==> config.mk <==
export PLATFORM = sky130hd
export DESIGN_NAME = integer_square_root_flat
export DESIGN_NICKNAME = d
export VERILOG_FILES = /design/src/rtl/isqrt_pkg.sv /design/src/rtl/isqrt_if.sv /design/src/rtl/integer_square_root.sv /design/src/rtl/isqrt_cell.sv /design/src/flat_wrapper.sv
export SDC_FILE = /design/constraint.sdc
export NUM_CORES = 1
export LEC_CHECK = 0
export ABC_AREA = 1
export BUFFER_PORTS_ARGS = -buffer_cell sky130_fd_sc_hd__buf_2
export CAP_MARGIN = 10
export CORE_MARGIN = 4
export CORE_UTILIZATION = 65
export CTS_CLUSTER_DIAMETER = 100
export DETAILED_ROUTE_END_ITERATION = 12
export MAX_ROUTING_LAYER = met4
export PLACE_DENSITY = 0.85
export SYNTH_ARGS = -nofsm -noshare
export SYNTH_HDL_FRONTEND = slang
export SYNTH_SLANG_ARGS = --single-unit
==> constraint.sdc <==
create_clock -name clk -period 7.9 [get_ports clk]
set_input_delay 0 -clock clk [delete_from_list [all_inputs] [get_ports clk]]
set_output_delay 0 -clock clk [all_outputs]
set_load 0.05 [all_outputs]
==> src/rtl/isqrt_pkg.sv <==
// Shared widths and the per-cell item record for the integer square root.
// Depends on nothing; every other file imports it.
`timescale 1ns / 1ps
`default_nettype none

package isqrt_pkg;

	// Radicand width; the root is computed exactly at this width.
	localparam int RADICAND_BITS = 32;
	// Width of the root field on the result channel.
	localparam int ROOT_FIELD_BITS = 16;
	// Full root width and the radicand padded to an even number of bits.
	localparam int ROOT_BITS = (RADICAND_BITS + 1) / 2;
	localparam int PAD_BITS = 2 * ROOT_BITS;
	// One cell per root bit.
	localparam int STAGES = ROOT_BITS;
	// Partial remainder width, wide enough for the shifted remainder.
	localparam int REM_BITS = ROOT_BITS + 3;

	// Item state handed from one cell to the next.
	typedef struct packed {
		logic [REM_BITS-1:0]  rem;
		logic [ROOT_BITS-1:0] root;
		logic [PAD_BITS-1:0]  rad;
	} cell_data_t;

endpackage

`default_nettype wire

==> src/rtl/isqrt_if.sv <==
// Valid/ready channel interfaces for radicand items and root items.
// Depends on isqrt_pkg for the field widths.
`timescale 1ns / 1ps
`default_nettype none

interface isqrt_in_if;
	import isqrt_pkg::*;

	logic                     valid;
	logic                     ready;
	logic [RADICAND_BITS-1:0] radicand;

	modport source (output valid, output radicand, input ready);
	modport sink (input valid, input radicand, output ready);
endinterface

interface isqrt_out_if;
	import isqrt_pkg::*;

	logic                       valid;
	logic                       ready;
	logic [ROOT_FIELD_BITS-1:0] root;

	modport source (output valid, output root, input ready);
	modport sink (input valid, input root, output ready);
endinterface

`default_nettype wire

==> src/rtl/integer_square_root.sv <==
// Top level of the integer square root: a chain of root cells between two channels.
// Depends on isqrt_pkg, isqrt_if and isqrt_cell.
//
//  channel      dir  payload              handshake
//  radicand_ch  in   radicand [31:0]      valid/ready
//  root_ch      out  root     [15:0]      valid/ready
//
// Each item passes through the 16 cells (one per root bit), each a register, before its
// result appears; one item enters per cycle unless a stalled output has filled the chain.
// Reset clears only the cell valid bits; no clearing pass.
// A stalled result holds the last cell; earlier cells keep filling until the
// chain is full, and only then does radicand_ch.ready drop.
`timescale 1ns / 1ps
`default_nettype none

module integer_square_root (
	input  wire        clk,
	input  wire        arst_n,
	isqrt_in_if.sink   radicand_ch,
	isqrt_out_if.source root_ch
);
	import isqrt_pkg::*;

	logic [STAGES:0] vld;
	logic [STAGES:0] rdy;
	cell_data_t      dat [STAGES+1];

	// Seed the chain with an empty remainder and root
	assign vld[0]      = radicand_ch.valid;
	assign radicand_ch.ready = rdy[0];
	assign dat[0].rem  = '0;
	assign dat[0].root = '0;
	assign dat[0].rad  = PAD_BITS'(radicand_ch.radicand);

	// One cell per root bit
	for (genvar i = 0; i < STAGES; i++) begin : g_cell
		isqrt_cell u_cell (
			.clk      (clk),
			.arst_n   (arst_n),
			.up_valid (vld[i]),
			.up_ready (rdy[i]),
			.up_data  (dat[i]),
			.dn_valid (vld[i+1]),
			.dn_ready (rdy[i+1]),
			.dn_data  (dat[i+1])
		);
	end

	// Last cell doubles as the output register
	assign root_ch.valid = vld[STAGES];
	assign rdy[STAGES]   = root_ch.ready;
	assign root_ch.root  = ROOT_FIELD_BITS'(dat[STAGES].root);

	// A taker on the output frees the whole chain in the same cycle
	a_ready_flows: assert property (@(posedge clk) disable iff (!arst_n)
		root_ch.ready |-> radicand_ch.ready)
		else $error("chain blocks input while output is taken");

	// Input stops only when every cell holds an item and the output stalls
	a_full_blocks: assert property (@(posedge clk) disable iff (!arst_n)
		!radicand_ch.ready |-> ($countones(vld[STAGES:1]) == STAGES) && !root_ch.ready)
		else $error("input refused with room in the chain");

	// A finished item has used every radicand pair and a bounded remainder
	a_rem_bound: assert property (@(posedge clk) disable iff (!arst_n)
		vld[STAGES] |-> (dat[STAGES].rad == '0) &&
			(dat[STAGES].rem <= REM_BITS'({dat[STAGES].root, 1'b0})))
		else $error("finished item has a bad remainder");
endmodule

`default_nettype wire

==> src/rtl/isqrt_cell.sv <==
// One cell of the root chain: settles one root bit from the next radicand pair.
// Depends on isqrt_pkg for cell_data_t and the widths.
`timescale 1ns / 1ps
`default_nettype none

module isqrt_cell (
	input  wire                     clk,
	input  wire                     arst_n,
	input  wire                     up_valid,
	output logic                    up_ready,
	input  wire isqrt_pkg::cell_data_t up_data,
	output logic                    dn_valid,
	input  wire                     dn_ready,
	output isqrt_pkg::cell_data_t   dn_data
);
	import isqrt_pkg::*;

	logic                 valid_q;
	cell_data_t           data_q;
	logic [REM_BITS-1:0]  rem_sh;
	logic [REM_BITS-1:0]  trial;
	logic                 take_bit;
	cell_data_t           data_nxt;

	// Shift in the next radicand pair and try the candidate bit
	always_comb begin
		rem_sh   = {up_data.rem[REM_BITS-3:0], up_data.rad[PAD_BITS-1 -: 2]};
		trial    = REM_BITS'({up_data.root, 2'b01});
		take_bit = (rem_sh >= trial);
		data_nxt.rem  = take_bit ? (rem_sh - trial) : rem_sh;
		data_nxt.root = ROOT_BITS'({up_data.root, take_bit});
		data_nxt.rad  = up_data.rad << 2;
	end

	// Accept when empty or when the held item moves on
	assign up_ready = !valid_q || dn_ready;

	always_ff @(posedge clk or negedge arst_n) begin
		if (!arst_n) begin
			valid_q <= 1'b0;
		end else if (up_ready) begin
			valid_q <= up_valid;
		end
	end

	// Load the payload only on a real handoff
	always_ff @(posedge clk) begin
		if (up_ready && up_valid) begin
			data_q <= data_nxt;
		end
	end

	assign dn_valid = valid_q;
	assign dn_data  = data_q;
endmodule

`default_nettype wire

==> src/flat_wrapper.sv <==
// flat-port wrapper written by rule: the top's interface ports become plain ports
module integer_square_root_flat import isqrt_pkg::*;
  (clk, arst_n, radicand_ch_valid, radicand_ch_radicand, radicand_ch_ready, root_ch_valid, root_ch_root, root_ch_ready);
  isqrt_in_if radicand_ch_i ();
  isqrt_out_if root_ch_i ();
  input  wire clk;
  input  wire arst_n;
  input wire logic [$bits(radicand_ch_i.valid)-1:0] radicand_ch_valid;
  input wire logic [$bits(radicand_ch_i.radicand)-1:0] radicand_ch_radicand;
  output wire logic [$bits(radicand_ch_i.ready)-1:0] radicand_ch_ready;
  output wire logic [$bits(root_ch_i.valid)-1:0] root_ch_valid;
  output wire logic [$bits(root_ch_i.root)-1:0] root_ch_root;
  input wire logic [$bits(root_ch_i.ready)-1:0] root_ch_ready;
  assign radicand_ch_i.valid = radicand_ch_valid;
  assign radicand_ch_i.radicand = radicand_ch_radicand;
  assign radicand_ch_ready = radicand_ch_i.ready;
  assign root_ch_valid = root_ch_i.valid;
  assign root_ch_root = root_ch_i.root;
  assign root_ch_i.ready = root_ch_ready;
  integer_square_root u_core (.clk(clk), .arst_n(arst_n), .radicand_ch(radicand_ch_i), .root_ch(root_ch_i));
endmodule
Word level (Yosys, flattened, before mapping) --
Cells that the tools add are included.
Operators by class: reduce and logical (&&, ||, !) cells 48, add/subtract/negate cells 15, muxes and demuxes 15, order comparisons 16
Operators with widths (number):
- $mux 17 | 14
- $ge 19x10->1 | 1
- $ge 19x11->1 | 1
- $ge 19x12->1 | 1
- $ge 19x13->1 | 1
- $ge 19x14->1 | 1
- $ge 19x15->1 | 1
- $ge 19x16->1 | 1
- $ge 19x17->1 | 1
- $ge 19x3->1 | 1
- $ge 19x4->1 | 1
- $ge 19x5->1 | 1
- $ge 19x6->1 | 1
- $ge 19x7->1 | 1
- $ge 19x8->1 | 1
- $ge 19x9->1 | 1
- $sub 17x10->17 | 1
- $sub 17x11->17 | 1
- $sub 17x12->17 | 1
- $sub 17x13->17 | 1
- $sub 17x14->17 | 1
- $sub 17x15->17 | 1
- $sub 17x16->17 | 1
- $sub 17x3->17 | 1
- other kinds (12) | 57
Storage, ports and cells: logic and storage cells 157, output and inout bits 18, input port bits 36, register bits after elaboration 633

Logic depth before layout (Yosys ltp) --
Gate-level depths: netlist of the first run.
word-level depth 18, mapped depth 14, gate-level depth less buffers 14

By module --
From an unflattened synthesis of the first run, not the netlist that was laid out.
Second synthesis, totals: cell total of the unflattened synthesis 6189, area, all modules 56749.4 um^2
By module, submodules not included:
- isqrt_cell (u_core.g_cell[1].u_cell ...) | cells each 389, area each 3534.6 um^2, times used 9, sequential area each 1976.9 um^2
- isqrt_cell (u_core.g_cell[10].u_cell ...) | cells each 384, area each 3562.2 um^2, times used 6, sequential area each 1976.9 um^2
- isqrt_cell (u_core.g_cell[0].u_cell) | cells each 383, area each 3560.9 um^2, times used 1, sequential area each 1976.9 um^2
- integer_square_root | cells each 1, area each 3.8 um^2, times used 1, sequential area each 0.0 um^2

Worst setup path before layout of the first run --
OpenSTA, ideal clock, no wires.
path type flip-flop to flip-flop, start point reg u_core.g_cell[15].u_cell.valid_q, end point reg u_core.g_cell[3].u_cell.data_q, in the netlist u_core.g_cell[3].u_cell.dn_data[10] (enable), path buffers 0, library setup time 0.448 ns, required time 7.452 ns, path slack 4.350 ns, clock period less this slack 3.550 ns, cell stages (with the launch flop) 10, arrival time 3.102 ns, path through dfrtp_1 nand4_2 nor2_4 nand4_4 nor2_4 nand2_2 nor2_2 nand3_2 nor2_4 nor2_1
Between the ends: cells in the longest elaborated chain, start to end 15
RTL lines:
- start: declaration | RTL line isqrt_cell.sv:18 | logic valid_q;
- start signal: assignment | RTL line isqrt_cell.sv:42 | valid_q <= up_valid;
- $logic_not 1->1 | RTL line isqrt_cell.sv:36 | assign up_ready = !valid_q || dn_ready;
- $logic_or 1x1->1 (13 in a row) | RTL line isqrt_cell.sv:36
- $logic_and 1x1->1 | RTL line isqrt_cell.sv:48 | if (up_ready && up_valid) begin
- end signal: assignment | RTL line isqrt_cell.sv:49 | data_q <= data_nxt;
- end: declaration | RTL line isqrt_cell.sv:19 | cell_data_t data_q;
Every way passes these cells. A chain may end at the register's enable or synchronous reset.

==> summary.md, run 1 <==
| Metric | Value |
|---|---|
| Share of cells above drive strength 1 | between 10% and 20% |
| Critical path endpoint category | register |
| R2R Path End | u_core.g_cell[1].u_cell.dn_data[51]$_DFFE_PP_ |
| CP Buf/Inv Count | 4 |
| Wire length on met2 | roughly 33000 um |
| Max-cap viol count | 0 |
| Syn_nets | 2777 |
| Post-cts sizing count | 0 |
| Largest net degree at the start of global routing | between 40 and 50 |
| EDFF count, synth | 613 |
| Min-Delay Startpoint | radicand_ch_radicand[23] |
| Synth Warn # | 0 |
| Worst setup margin | around 5000 ps |
| Top cell type's share of synthesized area | around 60% |
| Vias in the first global route | between 15000 and 20000 |
| RSZ-0062 raised after global routing | no |
| Clock power frac | between 30 and 40% |
| Global route overflow | 0 |
| Ports | 54 |
| Post-CTS Setup Inserts | 0 |
| Area Growth Syn to Fin | 11.1% |
| Initial antenna violation count | 0 |
| Final antenna-violating net count | 0 |
| FP Rows | ~80 |
| Diode count | 0 |
| Final Cycle Share | a little over a third |
| Worst-path clk slew | 70 ps |
| Layout fillers | roughly 2900 |
| Die extent in x | between 200 and 250 um |
| Uppermost layer routed | met4 |
| Placed Area | 30900 um2 |
| Sequential Power Share | between 40% and 50% |
| Worst slack, placed | 5280 ps |
| DR WL/cell | a little under 20 um |
| Synth async-reset ratio | ~2.5% |
| Count of different cell masters after synthesis | 66 |
| Mean number of vias per cell | roughly 5.7 |
| Crit. Startpoint | u_core.g_cell[0].u_cell.dn_data[32]$_DFFE_PP_ |
| Metal-1 WL | approximately 26000 um |
| Drc violations | 0 |
| CP top delay family | compound AO/OA/AOI/OAI gates |
| Clock tree from TritonCTS | done |
| Root Driver | clkbuf_16 |
| IO Port Bufs | 53 |
| Peak supply drop | between 0.2 and 0.25 mV |
| Total track usage | 26.8% |
| Reg2Reg Depth | 10 |
| Full die area | approximately 50000 um2 |
| Pre-Repair DR Iteration Count | 6 |
| Fin. Hold Viols | 0 |
| Hold depth | 2 |
| Setup-failing EPs final | 0 |
| Post-route minimum period | roughly 2800 ps |
| Ys flop type | edfxtp_1 |
| Vias post-DR | around 19000 |
| HPWL after detailed placement | approximately 45000 um |
| R2r setup slk | between 5000 and 6000 ps |
| Power per Cell Area | approximately 300 nW/um2 |
| Psw | roughly 0.003 W |
| CP cell instances | inv_1 -> ha_1 -> inv_1 -> a21oi_1 -> nor3_1 -> nand2_1 -> a21oi_1 -> inv_1 -> o21ai_0 -> inv_1 |
| Die Y-Extent | around 220 um |
| H-tree levels | 2 |
| Crit Path Max Fanout | 11 |
| # clock sinks | roughly 630 |
| Syn avg cell area | ~12 um2 |
| Top cells by area, synth | edfxtp_1 (61%), ha_1 (6.3%), nand2_1 (5.7%) |
| CP Class | reg -> reg |
| First-pass GRT wire length | 103000 um |
| Worst EP required | 8300 ps |
| Worst slew pin tran | 1110 ps |
| CP startpoint kind | register |
| Fin Setup TNS | 0 ps |
| Clk_lat worst skew | 640 ps |
| Max Clock Skew | approximately 39 ps |
| CP dominant cell by count | inv_1 |
| Initial Util | between 60% and 70% |
| Cell area after synthesis | between 30000 and 40000 um2 |
| Area leader, netlist | edfxtp_1 |
| Switching share of power | around 30% |
| Max-slew violations | 0 |
| # nets final | slightly below 3000 |
| Number of synthesized register bits | about 630 |
| Internal power | a little under 0.007 W |
| FMAX | 361 MHz |
| Num CTS Buffers | between 60 and 70 |
| Area of the core | 45600 um2 |
| Drt total wl | between 60000 and 70000 um |
| Hold WS | 55.6 ps |
| Sequential share of the synthesized area | between 60% and 70% |
| Finished layout cell area | approximately 33000 um2 |
| Routability congestion estimate from global placement | roughly 0.93 |
| Worst hold endpoint | u_core.g_cell[0].u_cell.dn_data[25]$_DFFE_PP_ |
| Reg2reg start | u_core.g_cell[0].u_cell.dn_data[32]$_DFFE_PP_ |
| Arr. time, crit path | approximately 3200 ps |
| Syn Inst Count | approximately 2600 |
| Pleak | ~14 nW |
| Met3 Routed Length | 3590 um |
| Min-Delay Path Class | in -> reg |
| Status | completed |
| DRT iter0 DRCs | 1527 |
| Clk buf depth | 3 |
| Crit path largest cell delay | about 600 ps |
| CP max-delay cell | a21oi_1 |
| Comb pwr share | between 20% and 30% |
| Slew HR | ~26% |
## repair_timing
action                                 in CTS  in global routing
endpoints found under the hold margin      91                  0
hold buffers                               37                  0
setup endpoints to repair                   0                  0
## state kept, by name, summed over array words and instances (netlist names)
| name | count |
|---|---|
| u_core.g_cell.u_cell.dn_data | 613 |
| u_core.g_cell.u_cell.dn_valid | 16 |
## power groups by stage
stage / registers, W / clock network, W / logic [W]
6_report: 0.00477 / 0.00306 / 0.00209
5_1_grt: 0.00480 / 0.00326 / 0.00234
4_1_cts: 0.00476 / 0.00310 / 0.00208
3_5_place_dp: 0.00482 / 0 / 0.00204
3_3_place_gp: 0.00480 / 0 / 0.00197
2_1_floorplan: 0.00467 / 0 / 0.00159
## cell type report
type                            count  area, um2  share of cell area, %
Sequential cell                   629      18800                   56.3
Multi-Input combinational cell   1546       9560                   28.6
Clock buffer                       80       1650                   4.94
Inverter                          377       1430                   4.27
Tap cell                          600        751                   2.25
Timing Repair Buffer              104        741                   2.22
Clock inverter                     32        474                   1.42
## through the flow
stage | util [%] | total power [W] | instances
floorplan | - | 0.00626 | 2589
global placement | 67.8 | 0.00677 | 3219
detailed placement | 67.8 | 0.00686 | 3219
CTS | 73.3 | 0.00995 | 3368
global route | 73.3 | 0.0104 | 3368
finish | 73.3 | 0.00992 | 3368
## synthesized netlist by cell type (all sizes together), types with 5 or more instances
master / count
o211ai: 7
a21oi: 119
inv: 377
a21o: 25
or2: 23
nor3b: 6
dfrtp: 16
xor2: 91
nand2: 469
xnor2: 61
nand3: 106
o21ai: 181
a31oi: 15
ha: 152
buf: 37
a21boi: 7
nor2: 174
nor3: 27
edfxtp: 613
nand4: 30
a211oi: 6
nand3b: 5
nor4: 17
## worst max-delay path by stage
stage,depth (start not counted),end,slack (ps)
finish,10,u_core.g_cell[1].u_cell.dn_data[51]$_DFFE_PP_,5130
global route,10,u_core.g_cell[1].u_cell.dn_data[51]$_DFFE_PP_,4820
CTS,10,radicand_ch_ready,5230
detailed placement,10,u_core.g_cell[1].u_cell.dn_data[51]$_DFFE_PP_,5280
global placement,11,u_core.g_cell[2].u_cell.dn_data[58]$_DFFE_PP_,5400
floorplan,9,u_core.g_cell[3].u_cell.dn_data[10]$_DFFE_PP_,4350
## layer usage
layer,track usage [%],vias up
li1,-,9163
met1,33.6,9195
met2,45.6,682
met3,3.53,199
met4,9.23,0
met5,-,-
## layout by cell type, fill, tap and decap left out, drive strengths merged, types with 3 or more instances in the layout
cell	instances
a31oi	15
inv	378
or2	23
bufinv	10
clkinv	17
nor2	174
o21ai	181
dfrtp	16
o21a	3
a21boi	7
xnor2	61
ha	152
o211ai	7
nor4	17
nand3	106
clkinvlp	4
a21oi	119
xor2	91
a21o	25
nand4	30
buf	67
clkbuf	80
o31ai	4
o2111ai	3
a211oi	6
edfxtp	613
dlygate4sd3	37
nor3b	6
o21bai	3
nor3	27
nand3b	5
nand2	469
## logic make-up after synthesis
group	synth area share, %
AO/OA/AOI/OAI	7.71
XOR/XNOR	4.43
adder cells (fa/ha/maj)	6.33
buffers and inverters	5.81
flip-flops	62.6
other	0.0125
AND/OR/NAND/NOR	13.2
Power figures use the tool's default switching activity.
==> run 2, diff against run 1 <==
--- a/config.mk
+++ b/config.mk
@@ -5,15 +5,15 @@
 export SDC_FILE = /design/constraint.sdc
 export NUM_CORES = 1
 export LEC_CHECK = 0
-export ABC_AREA = 1
+export ABC_AREA = 0
 export BUFFER_PORTS_ARGS = -buffer_cell sky130_fd_sc_hd__buf_2
 export CAP_MARGIN = 10
 export CORE_MARGIN = 4
-export CORE_UTILIZATION = 65
+export CORE_UTILIZATION = 63
 export CTS_CLUSTER_DIAMETER = 100
 export DETAILED_ROUTE_END_ITERATION = 12
 export MAX_ROUTING_LAYER = met4
-export PLACE_DENSITY = 0.85
+export PLACE_DENSITY = 0.83
 export SYNTH_ARGS = -nofsm -noshare
 export SYNTH_HDL_FRONTEND = slang
 export SYNTH_SLANG_ARGS = --single-unit
==> constraint.sdc (replaced) <==
create_clock -name clk -period 2.7 [get_ports clk]
set_input_delay 0 -clock clk [delete_from_list [all_inputs] [get_ports clk]]
set_output_delay 0 -clock clk [all_outputs]
set_load 0.05 [all_outputs]
==> summary.md, run 2 <==
| Metric | Value |
|---|---|
| Multi-input logic area | 9810 um2 (+2.6%) |
| Drt total wl | 63300 um (-2.5%) |
| Synth async-reset ratio | 2.54% (unchanged) |
| First-pass GRT wire length | 99400 um (-3.4%) |
| Ports | 54 (unchanged) |
| Most frequent cells in the layout | edfxtp_1 (613), inv_1 (181), nor2_1 (148) |
| Clk_lat worst skew | 660 ps (+20 ps) |
| # clock sinks | 629 (unchanged) |
| Synth Warn # | 0 (unchanged) |
| Worst slew pin tran | 1030 ps (-80.9 ps) |
| CP max-delay cell | o311a_1 |
| Pleak | 13.3 nW (-5.8%) |
| Power per Cell Area | 801 nW/um2 (+170%) |
| Post-Synth Simple-Gate Area | 10.1% (-3.0 points) |
| Number of synthesized register bits | 629 (unchanged) |
| Max-slew violations | 0 (unchanged) |
| CP Class | reg -> reg |
| Sequential share of the synthesized area | 64.3% (+1.8 points) |
| DRT iter0 DRCs | 1387 (-9.2%) |
| DR WL/cell | 20.7 um (+7.6%) |
| FMAX | 363 MHz (+0.59%) |
| Vias in the first global route | 18900 (-2.5%) |
| Largest net degree at the start of global routing | 47 (unchanged) |
| Slew HR | 31.1% (+5.3 points) |
| Global route overflow | 0 (unchanged) |
| Top cell type's share of synthesized area | 63.0% (+1.7 points) |
| Clk buf depth | 3 (unchanged) |
| Top post-synthesis cells by count | edfxtp_1 (613), inv_1 (183), ha_1 (152) |
| Final Cycle Share | 102% (+67 points) |
| H-tree levels | 2 (unchanged) |
| Final Util | 73.8% (+0.48 points) |
| Mean number of vias per cell | 6.00 (+5.1%) |
| Area Growth Syn to Fin | 15.3% |
| Arr. time, crit path | 3120 ps (-50 ps) |
| Pre-Repair DR Iteration Count | 5 (-1) |
| Full die area | 49900 um2 (+0.32%) |
| Routability congestion estimate from global placement | 0.954 (+2.2%) |
| Final antenna-violating net count | 0 (unchanged) |
| Share of cells above drive strength 1 | 16.3% (+4.9 points) |
| Num CTS Buffers | 61 (unchanged) |
| Count of different cell masters after synthesis | 85 (+29%) |
| Setup-failing EPs final | 1 (+1) |
| Placed insts | 2885 (-10%) |
| HPWL after detailed placement | 42800 um (-5.2%) |
| Status | finished, violations left |
| FP Rows | 78 (unchanged) |
| Post-route minimum period | 2760 ps (-16.2 ps) |
| CP cell instances | inv_1 -> ha_1 -> nor2b_1 -> o21ai_1 -> a21boi_1 -> o311a_1 -> o41ai_1 -> o31ai_1 |
| Clock tree from TritonCTS | done |
| Max Clock Skew | 49.9 ps (+10.6 ps) |
| Max-cap viol count | 0 (unchanged) |
| # nets final | 2588 (-11%) |
| Syn avg cell area | 13.4 um2 (+15%) |
| Worst EP required | 3070 ps (-5230 ps) |
| Max reg flops | 613 (unchanged) |
| Cell area after synthesis | 29200 um2 (-2.8%) |
| Synth Area in Adders | 6.50% (+0.18 points) |
| Peak supply drop | 0.717 mV (+210%) |
| Xor and xnor fraction of the mapped netlist area | 5.00% (+0.57 points) |
| Synth Area in Compound Gates | 8.29% (+0.58 points) |
| Power Total | 0.0270 W (+170%) |
| Commonest non-fill, non-tap cell in the layout | edfxtp_1 |
| Area leader, netlist | edfxtp_1 |
| Layout fillers | 2757 (-5.1%) |
| EDFF count, synth | 613 (unchanged) |
| Die Y-Extent | 223 um (+0.16%) |
| Root Driver | clkbuf_16 |
| Critical path endpoint category | register |
| Min-Delay Path Class | in -> reg |
| Top cells by area, synth | edfxtp_1 (63%), ha_1 (6.5%), xnor2_1 (2.9%) |
| Fin. Hold Viols | 0 (unchanged) |
| Total track usage | 25.8% (-1.0 points) |
| Die extent in x | 223 um (+0.16%) |
| Initial Util | 64.0% (-2.0 points) |
| Register Area | 18800 um2 (about the same) |
| Syn_nets | 2372 (-15%) |
| Count leader, synth | edfxtp_1 |
| Worst-path clk slew | 70 ps (about the same) |
| Failing checks | setup timing |
| Ys flop type | edfxtp_1 |
| Area of the core | 45700 um2 (+0.21%) |
| Crit Path Max Fanout | 7 (-4) |
| Largest family of logic cells by synthesized area | simple AND/OR/NAND/NOR gates |
| Syn Inst Count | 2184 (-16%) |
| CP startpoint kind | register |
| IO Port Bufs | 53 (unchanged) |
| Post-synthesis mux area share | 2.50% (+2.5 points) |
| Vias post-DR | 18300 (-4.8%) |
| Finished Layout Cells | 3053 (-9.4%) |
| Initial antenna violation count | 1 (+1) |
| Crit path largest cell delay | 490 ps (-110 ps) |
| Drc violations | 0 (unchanged) |
| Worst setup margin | -56.5 ps (-5180 ps) |
==> run 2: changes by cell type in the layout (fill, tap and decap cells not counted), moves of 16 or more <==
cell / previous run / this run
buf_4: 14 / 91
inv_1: 363 / 181
mux2_2: 0 / 53
nand2_1: 454 / 91
nand2b_1: 0 / 32
nand3_1: 97 / 49
nor2b_1: 0 / 18
nor3_1: 20 / 54
o21a_1: 3 / 33
o21ai_1: 60 / 6
o21ai_2: 39 / 1
or3_1: 2 / 18
xnor2_1: 61 / 97
xor2_1: 91 / 69
==> run 2: final cells by class <==
cell class | instances | area share [%]
tap | 600 | 2.23
antenna | 1 | 0.00743
sequential | 629 | 55.8
timing repair buffer | 193 | 4.57
inverter | 184 | 2.05
multi-input combinational | 1331 | 29.1
clock inverter | 41 | 1.49
clock buffer | 74 | 4.73
==> run 2: per-stage QoR <==
stage	worst slack, ps	setup TNS, ps	hold slack (ps)	cell area (um2)
after floorplan	-243	-9250	-296	29300
after global placement	49.8	0	-26.4	30900
after detailed placement	-3.05	-3.05	-12.9	30900
after CTS	4.31	0	35.0	33400
after global routing	-131	-313	57.1	33700
final	-56.5	-56.5	54.6	33700
==> run 2: report_power, final <==
part           total (W)  switching, W  internal, W
combinational    0.00509       0.00290      0.00219
sequential        0.0131      0.000724       0.0124
clock            0.00881       0.00378      0.00503
==> run 2: worst max-delay path: cells and delay by family (launching register included) <==
family | cells | cell delay (ps)
compound gates | 5 | 1480
simple gates | 1 | 90
fa+ha+maj | 1 | 270
flops | 1 | 470
buf+inv | 1 | 170
==> run 2: logic make-up after synthesis <==
logic type / after synthesis
adders and majority gates: 152
buffers and inverters: 224
and+or+nand+nor: 574
other: 1
xor gates and xnor gates: 167
muxes: 66
DFF: 629
AOI/OAI and AO/OA: 371
==> run 2: worst paths after layout <==
path	start	endpoint	slack, ps	cells past startpoint
hold reg to reg	u_core.g_cell[8].u_cell.dn_data[22]$_DFFE_PP_	u_core.g_cell[9].u_cell.dn_data[24]$_DFFE_PP_	420	0
setup reg to reg	u_core.g_cell[5].u_cell.dn_data[30]$_DFFE_PP_	u_core.g_cell[6].u_cell.dn_data[58]$_DFFE_PP_	-60	8
min in group asynchronous	arst_n	u_core.g_cell[0].u_cell.dn_valid$_DFFE_PN0P_	650	3
max in group asynchronous	arst_n	u_core.g_cell[15].u_cell.dn_valid$_DFFE_PN0P_	1320	3
hold / removal	radicand_ch_radicand[15]	u_core.g_cell[0].u_cell.dn_data[17]$_DFFE_PP_	50	2
setup / recovery	u_core.g_cell[5].u_cell.dn_data[30]$_DFFE_PP_	u_core.g_cell[6].u_cell.dn_data[58]$_DFFE_PP_	-60	8
==> run 2: metal layers <==
metal  routed length, um  GRT usage [%]  vias to the layer above
li1                    -              -                     8542
met1               23400           28.4                     8951
met2               34000           47.2                      625
met3                2960           3.61                      207
met4                3000           10.3                        0
met5                   0              -                        -
==> run 2: timing repair <==
| item | 4_1_cts | 5_1_grt |
|---|---|---|
| gates cloned | 0 | 0 |
| pin swaps | 2 | 14 |
| hold endpoints to repair | 89 | 0 |
| gates resized for setup | 4 | 45 |
| setup buffers | 0 | 15 |
| endpoints found under the setup margin | 4 | 74 |
| hold buffers | 37 | 0 |
